<file path="src/rtl/acr_pkg.sv">
// ----------------------------------------------------------------------------
// acr_pkg
// Shared widths, policy codes, request types and helpers of the associative
// cache replacement block.
// ----------------------------------------------------------------------------
`default_nettype none

package acr_pkg;

	localparam int LINES_DEF = 16;
	localparam int TAG_W     = 20;
	localparam int CNT_W     = 16;
	localparam int IDX_W     = 4;
	localparam int POL_W     = 2;

	localparam logic [POL_W-1:0] POL_LRU  = 2'd0;
	localparam logic [POL_W-1:0] POL_LFU  = 2'd1;
	localparam logic [POL_W-1:0] POL_FIFO = 2'd2;

	// Classified request handed from the front to the back.
	typedef struct packed {
		logic [TAG_W-1:0] tag;
		logic             hit;
	} acr_cls_t;

	// One result as it waits in the output queue.
	typedef struct packed {
		logic             hit;
		logic [IDX_W-1:0] line_index;
		logic             evicted;
		logic [TAG_W-1:0] evicted_tag;
	} acr_res_t;

	localparam int RES_W = $bits(acr_res_t);

	function automatic logic [CNT_W-1:0] sat_inc(input logic [CNT_W-1:0] c);
		return (&c) ? c : c + CNT_W'(1);
	endfunction

endpackage

`default_nettype wire

</file>
<file path="src/rtl/acr_fifo.sv">
// ----------------------------------------------------------------------------
// acr_fifo
// Small register queue with push/full and pop/empty sides.
// ----------------------------------------------------------------------------
`default_nettype none

module acr_fifo #(
	parameter int WIDTH = 1,
	parameter int DEPTH = 2
) (
	input  wire logic             clk,
	input  wire logic             arst_n,
	input  wire logic             push,
	input  wire logic [WIDTH-1:0] wdata,
	output logic                  full,
	input  wire logic             pop,
	output logic [WIDTH-1:0]      rdata,
	output logic                  empty
);

	localparam int PW = (DEPTH > 1) ? $clog2(DEPTH) : 1;
	localparam int CW = $clog2(DEPTH + 1);

	logic [WIDTH-1:0] mem_q [DEPTH];
	logic [PW-1:0]    wr_q;
	logic [PW-1:0]    rd_q;
	logic [CW-1:0]    cnt_q;
	logic             do_push;
	logic             do_pop;

	assign full    = (cnt_q == CW'(DEPTH));
	assign empty   = (cnt_q == '0);
	assign do_push = push & ~full;
	assign do_pop  = pop & ~empty;
	assign rdata   = mem_q[rd_q];

	always_ff @(posedge clk) begin
		if (do_push) begin
			mem_q[wr_q] <= wdata;
		end
	end

	always_ff @(posedge clk or negedge arst_n) begin
		if (!arst_n) begin
			wr_q  <= '0;
			rd_q  <= '0;
			cnt_q <= '0;
		end else begin
			if (do_push) begin
				wr_q <= (wr_q == PW'(DEPTH - 1)) ? '0 : wr_q + PW'(1);
			end
			if (do_pop) begin
				rd_q <= (rd_q == PW'(DEPTH - 1)) ? '0 : rd_q + PW'(1);
			end
			cnt_q <= cnt_q + CW'(do_push) - CW'(do_pop);
		end
	end

endmodule

`default_nettype wire

</file>
<file path="src/rtl/acr_victim.sv">
// ----------------------------------------------------------------------------
// acr_victim
// Registered selection tree that finds the replacement line: the first
// invalid line, else the first line with the least or greatest aged count.
// ----------------------------------------------------------------------------
`default_nettype none

module acr_victim #(
	parameter int LINES = acr_pkg::LINES_DEF
) (
	input  wire logic                                   clk,
	input  wire logic [acr_pkg::POL_W-1:0]              policy,
	input  wire logic [LINES-1:0]                       valid,
	input  wire logic [LINES-1:0][acr_pkg::CNT_W-1:0]   counts,
	output logic [$clog2(LINES)-1:0]                    victim,
	output logic                                        victim_inv
);
	import acr_pkg::*;

	localparam int IW = $clog2(LINES);
	localparam int NP = 1 << IW;

	typedef struct packed {
		logic             live;
		logic             inv;
		logic [CNT_W-1:0] key;
		logic [IW-1:0]    idx;
	} node_t;

	// Left child wins ties, which keeps the lowest-numbered line.
	function automatic node_t pick(input node_t l, input node_t r, input logic least);
		logic take_r;
		take_r = 1'b0;
		if (r.live) begin
			if (!l.live) begin
				take_r = 1'b1;
			end else if (r.inv != l.inv) begin
				take_r = r.inv;
			end else if (!r.inv) begin
				take_r = least ? (r.key < l.key) : (r.key > l.key);
			end
		end
		return take_r ? r : l;
	endfunction

	logic  least;
	logic  ageing;
	node_t leaf   [NP];
	node_t node_q [NP-1];

	assign least  = (policy == POL_LFU);
	assign ageing = ~least;

	for (genvar g = 0; g < NP; g++) begin : g_leaf
		if (g < LINES) begin : g_real
			assign leaf[g] = '{live: 1'b1,
				inv: ~valid[g],
				key: (ageing && valid[g]) ? sat_inc(counts[g]) : counts[g],
				idx: IW'(g)};
		end else begin : g_pad
			assign leaf[g] = '0;
		end
	end

	for (genvar j = 0; j < NP - 1; j++) begin : g_node
		localparam int CL = 2 * j + 1;
		localparam int CR = 2 * j + 2;
		node_t l_w;
		node_t r_w;
		if (CL >= NP - 1) begin : g_lleaf
			assign l_w = leaf[CL-(NP-1)];
		end else begin : g_lnode
			assign l_w = node_q[CL];
		end
		if (CR >= NP - 1) begin : g_rleaf
			assign r_w = leaf[CR-(NP-1)];
		end else begin : g_rnode
			assign r_w = node_q[CR];
		end
		always_ff @(posedge clk) begin
			node_q[j] <= pick(l_w, r_w, least);
		end
	end

	assign victim     = node_q[0].idx;
	assign victim_inv = node_q[0].inv;

endmodule

`default_nettype wire

</file>
<file path="src/rtl/acr_front.sv">
// ----------------------------------------------------------------------------
// acr_front
// Takes requests into a small queue, compares the oldest tag against every
// line and hands the classified request to the back through a one-entry slot.
// ----------------------------------------------------------------------------
`default_nettype none

module acr_front #(
	parameter int LINES = acr_pkg::LINES_DEF
) (
	input  wire logic                                 clk,
	input  wire logic                                 arst_n,
	input  wire logic                                 push,
	input  wire logic [acr_pkg::TAG_W-1:0]            block_tag,
	output logic                                      full,
	input  wire logic [LINES-1:0]                     valid,
	input  wire logic [LINES-1:0][acr_pkg::TAG_W-1:0] tags,
	output logic                                      cls_valid,
	output acr_pkg::acr_cls_t                         cls,
	output logic [$clog2(LINES)-1:0]                  cls_line,
	input  wire logic                                 cls_take
);
	import acr_pkg::*;

	localparam int IW = $clog2(LINES);

	logic             in_empty;
	logic [TAG_W-1:0] head_tag;
	logic             load;
	logic             any_hit;
	logic [IW-1:0]    hit_line;
	logic             cls_valid_q;
	acr_cls_t         cls_s1;
	logic [IW-1:0]    line_s1;

	// The slot is only refilled once the back has consumed the previous
	// request, so the compare always sees the updated tag store.
	assign load = ~in_empty & ~cls_valid_q;

	acr_fifo #(
		.WIDTH(TAG_W),
		.DEPTH(2)
	) u_in_fifo (
		.clk   (clk),
		.arst_n(arst_n),
		.push  (push),
		.wdata (block_tag),
		.full  (full),
		.pop   (load),
		.rdata (head_tag),
		.empty (in_empty)
	);

	always_comb begin
		any_hit  = 1'b0;
		hit_line = '0;
		for (int i = LINES - 1; i >= 0; i--) begin
			if (valid[i] && tags[i] == head_tag) begin
				any_hit  = 1'b1;
				hit_line = IW'(i);
			end
		end
	end

	always_ff @(posedge clk) begin
		if (load) begin
			cls_s1.tag <= head_tag;
			cls_s1.hit <= any_hit;
			line_s1    <= hit_line;
		end
	end

	always_ff @(posedge clk or negedge arst_n) begin
		if (!arst_n) begin
			cls_valid_q <= 1'b0;
		end else if (load) begin
			cls_valid_q <= 1'b1;
		end else if (cls_take) begin
			cls_valid_q <= 1'b0;
		end
	end

	assign cls_valid = cls_valid_q;
	assign cls       = cls_s1;
	assign cls_line  = line_s1;

endmodule

`default_nettype wire

</file>
<file path="src/rtl/acr_back.sv">
// ----------------------------------------------------------------------------
// acr_back
// Holds the tag store and counters, carries out hits and installs, and
// queues the results.
// ----------------------------------------------------------------------------
`default_nettype none

module acr_back #(
	parameter int LINES = acr_pkg::LINES_DEF
) (
	input  wire logic                                 clk,
	input  wire logic                                 arst_n,
	input  wire logic [acr_pkg::POL_W-1:0]            policy,
	input  wire logic                                 policy_wr,
	input  wire logic                                 cls_valid,
	input  wire acr_pkg::acr_cls_t                    cls,
	input  wire logic [$clog2(LINES)-1:0]             cls_line,
	output logic                                      cls_take,
	output logic [LINES-1:0]                          valid,
	output logic [LINES-1:0][acr_pkg::TAG_W-1:0]      tags,
	input  wire logic                                 pop,
	output logic                                      empty,
	output acr_pkg::acr_res_t                         res
);
	import acr_pkg::*;

	localparam int IW = $clog2(LINES);
	localparam int SW = $clog2(IW + 1);

	logic [LINES-1:0]             valid_q;
	logic [LINES-1:0][TAG_W-1:0]  tags_q;
	logic [LINES-1:0][CNT_W-1:0]  cnt_q;
	logic [LINES-1:0]             valid_d;
	logic [LINES-1:0][TAG_W-1:0]  tags_d;
	logic [LINES-1:0][CNT_W-1:0]  cnt_d;
	logic [SW-1:0]                settle_q;
	logic                         settled;
	logic [IW-1:0]                victim;
	logic                         victim_inv;
	logic                         res_full;
	logic                         fire;
	logic                         lfu;
	logic                         lru;
	logic [IW-1:0]                line;
	acr_res_t                     res_d;
	logic [RES_W-1:0]             res_raw;

	acr_victim #(
		.LINES(LINES)
	) u_victim (
		.clk       (clk),
		.policy    (policy),
		.valid     (valid_q),
		.counts    (cnt_q),
		.victim    (victim),
		.victim_inv(victim_inv)
	);

	// The tree must settle level by level after any change of its inputs.
	assign settled  = (settle_q == SW'(IW));
	assign fire     = cls_valid & (cls.hit | settled) & ~res_full;
	assign cls_take = fire;
	assign lfu      = (policy == POL_LFU);
	assign lru      = (policy == POL_LRU);
	assign line     = cls.hit ? cls_line : victim;

	always_comb begin
		for (int i = 0; i < LINES; i++) begin
			valid_d[i] = valid_q[i];
			tags_d[i]  = tags_q[i];
			cnt_d[i]   = (!lfu && valid_q[i]) ? sat_inc(cnt_q[i]) : cnt_q[i];
			if (line == IW'(i)) begin
				if (cls.hit) begin
					if (lfu) begin
						cnt_d[i] = sat_inc(cnt_q[i]);
					end else if (lru) begin
						cnt_d[i] = '0;
					end
				end else begin
					cnt_d[i]   = '0;
					valid_d[i] = 1'b1;
					tags_d[i]  = cls.tag;
				end
			end
		end
	end

	always_comb begin
		res_d.hit         = cls.hit;
		res_d.line_index  = IDX_W'(line);
		res_d.evicted     = ~cls.hit & ~victim_inv;
		res_d.evicted_tag = (~cls.hit & ~victim_inv) ? tags_q[victim] : '0;
	end

	always_ff @(posedge clk) begin
		if (fire) begin
			tags_q <= tags_d;
			cnt_q  <= cnt_d;
		end
	end

	always_ff @(posedge clk or negedge arst_n) begin
		if (!arst_n) begin
			valid_q  <= '0;
			settle_q <= '0;
		end else begin
			if (fire) begin
				valid_q <= valid_d;
			end
			if (fire || policy_wr) begin
				settle_q <= '0;
			end else if (!settled) begin
				settle_q <= settle_q + SW'(1);
			end
		end
	end

	acr_fifo #(
		.WIDTH(RES_W),
		.DEPTH(2)
	) u_res_fifo (
		.clk   (clk),
		.arst_n(arst_n),
		.push  (fire),
		.wdata (res_d),
		.full  (res_full),
		.pop   (pop),
		.rdata (res_raw),
		.empty (empty)
	);

	assign res   = acr_res_t'(res_raw);
	assign valid = valid_q;
	assign tags  = tags_q;

endmodule

`default_nettype wire

</file>
<file path="src/rtl/assoc_cache_replacement.sv">
// ----------------------------------------------------------------------------
// assoc_cache_replacement
// Tag store of a fully associative cache level with LRU, LFU or FIFO
// replacement; reports hit, line and displaced tag for every access.
// ----------------------------------------------------------------------------
// Channel   Direction  Handshake            Payload
// request   in         push / full          block_tag
// result    out        pop / empty          hit, line_index, evicted, evicted_tag
// config    in         cfg_valid/cfg_ready  cfg_data (policy)
//
// A hit passes the parallel tag compare, registered into the front slot, and then
// the update in the back. A miss also waits until the registered victim tree
// has settled level by level after each store update or policy write.
// Reset clears all lines to invalid and the policy to LRU; no clearing pass.
// Two-entry queues on the request and result sides absorb stalls on either.
// ----------------------------------------------------------------------------
`default_nettype none

module assoc_cache_replacement #(
	parameter int LINES = acr_pkg::LINES_DEF
) (
	input  wire logic                          clk,
	input  wire logic                          arst_n,
	input  wire logic                          push,
	output logic                               full,
	input  wire logic [acr_pkg::TAG_W-1:0]     block_tag,
	output logic                               empty,
	input  wire logic                          pop,
	output logic                               hit,
	output logic [acr_pkg::IDX_W-1:0]          line_index,
	output logic                               evicted,
	output logic [acr_pkg::TAG_W-1:0]          evicted_tag,
	input  wire logic                          cfg_valid,
	output logic                               cfg_ready,
	input  wire logic [acr_pkg::POL_W-1:0]     cfg_data
);
	import acr_pkg::*;

	localparam int IW = $clog2(LINES);

	logic [POL_W-1:0]            policy_q;
	logic                        cfg_fire;
	logic                        cls_valid;
	acr_cls_t                    cls;
	logic [IW-1:0]               cls_line;
	logic                        cls_take;
	logic [LINES-1:0]            valid;
	logic [LINES-1:0][TAG_W-1:0] tags;
	acr_res_t                    res;

	assign cfg_ready = 1'b1;
	assign cfg_fire  = cfg_valid & cfg_ready;

	always_ff @(posedge clk or negedge arst_n) begin
		if (!arst_n) begin
			policy_q <= POL_LRU;
		end else if (cfg_fire) begin
			policy_q <= cfg_data;
		end
	end

	acr_front #(
		.LINES(LINES)
	) u_front (
		.clk      (clk),
		.arst_n   (arst_n),
		.push     (push),
		.block_tag(block_tag),
		.full     (full),
		.valid    (valid),
		.tags     (tags),
		.cls_valid(cls_valid),
		.cls      (cls),
		.cls_line (cls_line),
		.cls_take (cls_take)
	);

	acr_back #(
		.LINES(LINES)
	) u_back (
		.clk      (clk),
		.arst_n   (arst_n),
		.policy   (policy_q),
		.policy_wr(cfg_fire),
		.cls_valid(cls_valid),
		.cls      (cls),
		.cls_line (cls_line),
		.cls_take (cls_take),
		.valid    (valid),
		.tags     (tags),
		.pop      (pop),
		.empty    (empty),
		.res      (res)
	);

	assign hit         = res.hit;
	assign line_index  = res.line_index;
	assign evicted     = res.evicted;
	assign evicted_tag = res.evicted_tag;

endmodule

`default_nettype wire
</file>
<file path="config.mk">
export PLATFORM = sky130hd
export DESIGN_NAME = assoc_cache_replacement
export DESIGN_NICKNAME = d
export VERILOG_FILES = /design/src/rtl/acr_pkg.sv /design/src/rtl/acr_fifo.sv /design/src/rtl/acr_victim.sv /design/src/rtl/acr_front.sv /design/src/rtl/acr_back.sv /design/src/rtl/assoc_cache_replacement.sv
export SDC_FILE = /design/constraint.sdc
export NUM_CORES = 2
export LEC_CHECK = 0
export BUFFER_PORTS_ARGS = -buffer_cell sky130_fd_sc_hd__buf_2
export CAP_MARGIN = 20
export CELL_PAD_IN_SITES_DETAIL_PLACEMENT = 1
export CELL_PAD_IN_SITES_GLOBAL_PLACEMENT = 1
export CORE_ASPECT_RATIO = 0.9
export CORE_MARGIN = 5
export CORE_UTILIZATION = 31
export CTS_CLUSTER_DIAMETER = 80
export DETAILED_ROUTE_END_ITERATION = 12
export GPL_TIMING_DRIVEN = 0
export PLACE_DENSITY_LB_ADDON = 0.1
export SLEW_MARGIN = 20
export SYNTH_ARGS = -nofsm -noshare
export SYNTH_HDL_FRONTEND = slang
export SYNTH_HIERARCHICAL = 1
export SYNTH_SLANG_ARGS = --single-unit
</file>
<file path="constraint.sdc">
create_clock -name clk -period 52.6 [get_ports clk]
set_clock_uncertainty 0.1 [all_clocks]
set_input_delay 2.63 -clock clk [delete_from_list [all_inputs] [get_ports clk]]
set_output_delay 2.63 -clock clk [all_outputs]
set_load 0.03 [all_outputs]
</file>
## Yosys cells after proc, flatten, opt, wreduce, memory -nomap -nowiden

Memories as Yosys holds them, arrays and structs flattened.
Index checks and enable logic that the tools add are counted.

| operators by class | value |
|---|---|
| add/subtract/negate cells | 25 |
| $lt $le $gt $ge | 31 |
| equality and inequality tests | 51 |
| multiplexer cells | 218 |
| bitwise logic cells | 33 |
| reductions and logical operators | 91 |

Operators with widths:

| operator | count |
|---|---|
| 16-bit 2-to-1 mux | 112 |
| 20-bit equality test | 16 |
| 16-bit by 1-bit adder with 16-bit output, second input constant | 16 |
| 16-bit AND reduction | 16 |
| 16-bit greater-than comparator | 15 |
| 16-bit < comparator | 15 |
| 21-bit 2-to-1 mux | 8 |
| 22-bit 2-to-1 mux | 7 |
| 20-bit binary-select mux with 4-bit select | 1 |
| 1-bit 2-to-1 mux | 71 |
| 1-bit logical AND | 48 |
| 3-bit AND reduction | 16 |
| 20-bit 2-to-1 mux | 2 |
| 4-bit 2-to-1 mux | 9 |
| 4-bit equality test, second input constant | 8 |
| 1-bit inverter | 24 |
| 3-bit 2-to-1 mux | 6 |
| 4-bit by 3-bit equality test with 1-bit output, second input constant | 4 |
| 1-bit inequality test | 15 |
| 15-bit OR reduction | 1 |
| 1-bit AND | 8 |
| 4-bit by 2-bit equality test with 1-bit output, second input constant | 2 |
| 8-bit OR reduction | 1 |
| 2-bit logical NOT | 3 |
| other kinds (18) | 25 |

| word-level totals | value |
|---|---|
| bits in registers | 631 |
| memory bits (writable) | 422 |
| input bits | 27 |
| output and inout bits | 29 |
| memories kept | 3 |

Memory list:

| name | words | bits a word | rd ports | clocked after Yosys merged registers in | wr ports | line | text |
|---|---|---|---|---|---|---|---|
| u_back.u_victim.node_q | 15 | 22 | 15 | 0 | 15 | acr_victim.sv:49 | `node_t node_q [NP-1];` |
| u_back.u_res_fifo.mem_q | 2 | 26 | 1 | 0 | 1 | acr_fifo.sv:24 | `logic [WIDTH-1:0] mem_q [DEPTH];` |
| u_front.u_in_fifo.mem_q | 2 | 20 | 1 | 0 | 1 | acr_fifo.sv:24 |  |

## Depth between registers and ports, before layout

An unclocked memory read counts as a cell.

| logic depth | value |
|---|---|
| word-level depth | 18 |
| depth in mapped cells | 19 |
| depth with buffers taken out | 16 |

## Cells and area by module

The synthesis kept the hierarchy.

By module, submodules not included:

| module | instances | cells each | area an instance (um2) | seq. area each (um2) |
|---|---|---|---|---|
| acr_back | 1 | 3,135 | 34,125.2 | 17,772.0 |
| acr_victim | 1 | 2,345 | 20,285.7 | 5,305.1 |
| acr_front | 1 | 531 | 4,684.5 | 775.7 |
| acr_fifo at u_back.u_res_fifo | 1 | 99 | 2,177.1 | 1,661.6 |
| acr_fifo at u_front.u_in_fifo | 1 | 80 | 1,649.1 | 1,301.2 |
| assoc_cache_replacement | 1 | 6 | 83.8 | 50.0 |

## Least setup slack after synthesis

No wires, ideal clock.

| timing path | value |
|---|---|
| path type | register to register |
| from | register u_back.settle_q[0] |
| to | register u_back.tags_q, in the netlist u_back/tags[100], enable pin |
| arrival | 17,653 ps |
| slack | 34,444 ps |
| stages on the path, launching flop included | 7 |
| path buffers | 0 |
| clock period less this slack | 18,156 ps |
| path through | dfrtp_1 inv_1 ha_1 nand2_1 a21oi_1 nand2_1 nor2_1 |

| on the way | value |
|---|---|
| word-level cells in the longest chain between the ends | 5 |

Ends and longest elaborated chain:

| what | line | text |
|---|---|---|
| start, declared | acr_back.sv:36 | `logic [SW-1:0] settle_q;` |
| start signal, assigned | acr_back.sv:113 | `settle_q <= settle_q + SW'(1);` |
| 3-bit equality test | acr_back.sv:60 | `assign settled = (settle_q == SW'(IW));` |
| 1-bit OR | acr_back.sv:61 | `assign fire = cls_valid & (cls.hit \| settled) & ~res_full;` |
| 1-bit AND (2 in a row) | acr_back.sv:61 |  |
| via cls_take | assoc_cache_replacement.sv:46 | `logic cls_take;` |
| 3-bit AND reduction (no source line) | -- |  |
| end signal, assigned | acr_back.sv:97 | `tags_q <= tags_d;` |
| end, declared | acr_back.sv:31 | `logic [LINES-1:0][TAG_W-1:0] tags_q;` |

The timed path passes the listed nets, and every way through them passes these cells.
A chain may end at the register's enable or synchronous reset.

==> impl_metrics.json <==
{
  "place_area_um2": 68060,
  "hold_viol": 0,
  "die_width_um": 485.2,
  "worst-path-buf-inv": 5,
  "clockRootBuffer": "clkbuf_16",
  "fillers": 22640,
  "viasPerCell": 5.715,
  "synth-edff-count": 693,
  "dr.pass1.iters": 6,
  "crit_arrival_ns": 7.12,
  "timing.hold.ws_ns": 0.3631,
  "synth-xor-area-share_pct": 7.868,
  "critPathSlowestCell": "buf_2",
  "clk_pin_slew_ns": 0.06,
  "post_drt_wl_per_cell_um": 28.93,
  "cts.sinks": 988,
  "end_kind": "register",
  "path_class": "register to register",
  "gp_congestion": 0.9087,
  "initial_utilization_pct": 31.08,
  "coreArea_um2": 202700,
  "fmax_ghz": 0.1510,
  "async_reset_ff_share_pct": 3.036,
  "drt_iter0_markers": 4244,
  "top_usage_layer": "met2",
  "die_h_um": 437.7,
  "leakage_nw": 25.92,
  "cp_top_family": "buffers and inverters",
  "yosysWarnings": 6,
  "worstPathCellList": "nand2b_1 > clkbuf_8 > buf_2 > buf_2 > nand4_1 > nor4_1 > xnor2_1 > inv_1 > ha_1 > nand4_1 > a2111oi_0 > nor2_1 > o211ai_1 > mux2i_2 > buf_4 > mux2i_1",
  "cts_inserted_buffers": 120,
  "synth_top_family_by_area": "simple AND/OR/NAND/NOR gates",
  "p_per_area_nw_per_um2": 59.34,
  "h-tree-depth": 3,
  "crit_fanout": 12,
  "grt_use_met1_pct": 33.77,
  "ys_seq_area_share_pct": 42.64,
  "synth_commonest_cells": "edfxtp_1 (693), nor2_1 (410), nand2_1 (409)",
  "post-cts-setup-buffer-count": 0,
  "tritoncts": "yes",
  "pre_cts_slack_ns": 46.11,
  "intPower_w": 0.002378,
  "drc_errors": 0,
  "finalCriticalPeriod_ns": 6.621,
  "rows": 157,
  "cts_hold_buf": 0,
  "p_seq_share_pct": 34.7,
  "insertion_delay_ns": 0.83,
  "synth-simple-area-share_pct": 17.19,
  "syn2layout_area_growth_pct": 14.46,
  "fin_util_pct": 35.57,
  "fin_setup_tns_ns": 0,
  "synth_top_area_share_pct": 33.03,
  "netlist_top_cells_area": "edfxtp_1 (33%), dfxtp_1 (8.4%), ha_1 (5.8%), xnor2_1 (5.3%), mux4_2 (3.6%)",
  "grtUsageTotal_pct": 24.35,
  "synthesis.nets": 6516,
  "rsz0062_at_grt": "false",
  "grtUsageMet3_pct": 3.796,
  "hp-class": "register to register",
  "ys_seq_elements": 988,
  "drt_wl_total_um": 267100,
  "slowest_delay_ns": 0.69,
  "outcome": "finished clean",
  "antenna_left": 0,
  "switchingPower_w": 0.001901,
  "synth.avg_cell_area_um2": 10.17,
  "netlist_area_um2": 63010,
  "syn_inst": 6196,
  "die-area_um2": 212400,
  "combPwrFrac_pct": 45.5,
  "tightest_slew_ns": 1.189,
  "overflow": 0,
  "synth_compound_area_share_pct": 13.01,
  "worstSetupStartpointType": "register",
  "use_met2_pct": 38.84,
  "synth_fa_ha_area_share_pct": 5.819,
  "worst_slack_ns": 45.98,
  "finalCritPeriodShare_pct": 12.59,
  "clkPwrFrac_pct": 19.9,
  "ctsResizeCount": 0,
  "peakVddDrop_v": 0.00003426,
  "synthMuxAreaShare_pct": 9.649,
  "post_route_cells_drive_above_1_share_pct": 13.05,
  "io_buffers": 54,
  "drv_slew": 0,
  "rrSetupSlack_ns": 45.98,
  "synth_cell_types": 114,
  "cts_buffer_depth": 3,
  "vias": 52750,
  "dp_hpwl_um": 205100,
  "yosys.cell_count.top_type": "edfxtp_1",
  "pin_count": 56,
  "antenna_found_initial": 24,
  "grt_pass1_vias": 53010,
  "synthFlopType": "edfxtp_1",
  "critPathRequiredTime_ns": 53.10,
  "grt_max_degree": 31,
  "fin_nets": 6740,
  "setup_viol": 0,
  "stdcell_area_um2": 72120,
  "power.share.switching_pct": 44.42,
  "grt_pass1_wl_um": 383700,
  "slew-limit-headroom_pct": 20.73,
  "drv_cap": 0,
  "synth_area_leader_cell": "edfxtp_1"
}
-- per-stage QoR --
step | instances | power, W
finish | 9231 | 0.004279
global route | 9227 | 0.004531
CTS | 9225 | 0.004304
detailed placement | 9001 | 0.003430
global placement | 8953 | 0.003416
floorplan | 6196 | 0.002644
-- layer usage --
layer | part of all wire, % | vias up
li1 | - | 23960
met1 | 45 | 26920
met2 | 45 | 1533
met3 | 5.5 | 332
met4 | 3.6 | 6
met5 | 0.013 | -
-- flip-flops by register name, indices dropped and copies added (netlist names), 2 cells and up --
| name | flops |
|---|---|
| u_back/tags | 320 |
| u_back/u_victim/node_q | 265 |
| u_back/cnt_q | 256 |
| u_back/u_res_fifo/mem_q | 52 |
| u_front/u_in_fifo/mem_q | 40 |
| u_front/cls | 21 |
| u_back/valid | 16 |
| u_front/cls_line | 4 |
| u_back/settle_q | 3 |
| policy_q | 2 |
| u_back/u_res_fifo/cnt_q | 2 |
| u_front/u_in_fifo/cnt_q | 2 |
-- worst paths after layout --
path / from / to / cells after the start
worst max register to register: policy_q[1] / u_back/u_victim/node_q[1][18] / 16
worst max-delay path: policy_q[1] / u_back/u_victim/node_q[1][18] / 16
min in group asynchronous: arst_n / u_front/u_in_fifo/wr_q / 1
max in group asynchronous: arst_n / u_back/valid[7] / 1
worst min register to register: u_back/u_victim/node_q[1][22] / u_back/u_victim/node_q[0][88] / 1
worst min-delay path: u_back/u_victim/node_q[1][22] / u_back/u_victim/node_q[0][88] / 1
-- cell usage in the layout (no fill, tap or decap), types with 45 or more instances in the layout --
master       n
nor4_1      80
ha_1       293
mux4_2     100
nand2_1    408
inv_1      294
mux2i_1    179
o22ai_1     70
nor3_1     132
dfxtp_1    265
xnor2_1    383
nor2_1     388
clkbuf_16  127
and4_1      74
nand3_1    282
edfxtp_1   693
and2_1      66
xor2_1     183
nand4_1    249
and3_1     123
a311oi_1    45
a21oi_1    369
o21ai_0    244
mux2_2     141
a31oi_1    113
nand2b_1    64
clkbuf_1   105
buf_2      162
-- power groups by stage --
stage	Clock (W)	Combinational (W)	Sequential, W
detailed placement	0	0.00194	0.00149
finish	0.000850	0.00195	0.00148
global route	0.000909	0.00211	0.00151
floorplan	0	0.00129	0.00136
global placement	0	0.00186	0.00156
CTS	0.000877	0.00195	0.00148
-- final cells by class --
cell class	count	area, um^2	area share, %
plain buffers	258	1329	1.843
well taps	2703	3382	4.690
clock buffers	155	3367	4.669
clock inverters	69	664.4	0.9213
multi-input cells	4653	33950	47.07
repair buffers	102	1430	1.983
flip-flops and latches	988	26870	37.25
inverters	297	1115	1.546
diodes	6	15.01	0.02082
-- cells by family after synthesis --
family                     after synthesis
buffers and inverters                  555
and+or+nand+nor                       2074
AOI/OAI and AO/OA                     1269
xor gates and xnor gates               566
DFF                                    988
adders and majority gates              293
other                                    1
muxes                                  450
No activity file was read; power rests on OpenSTA's default activity.
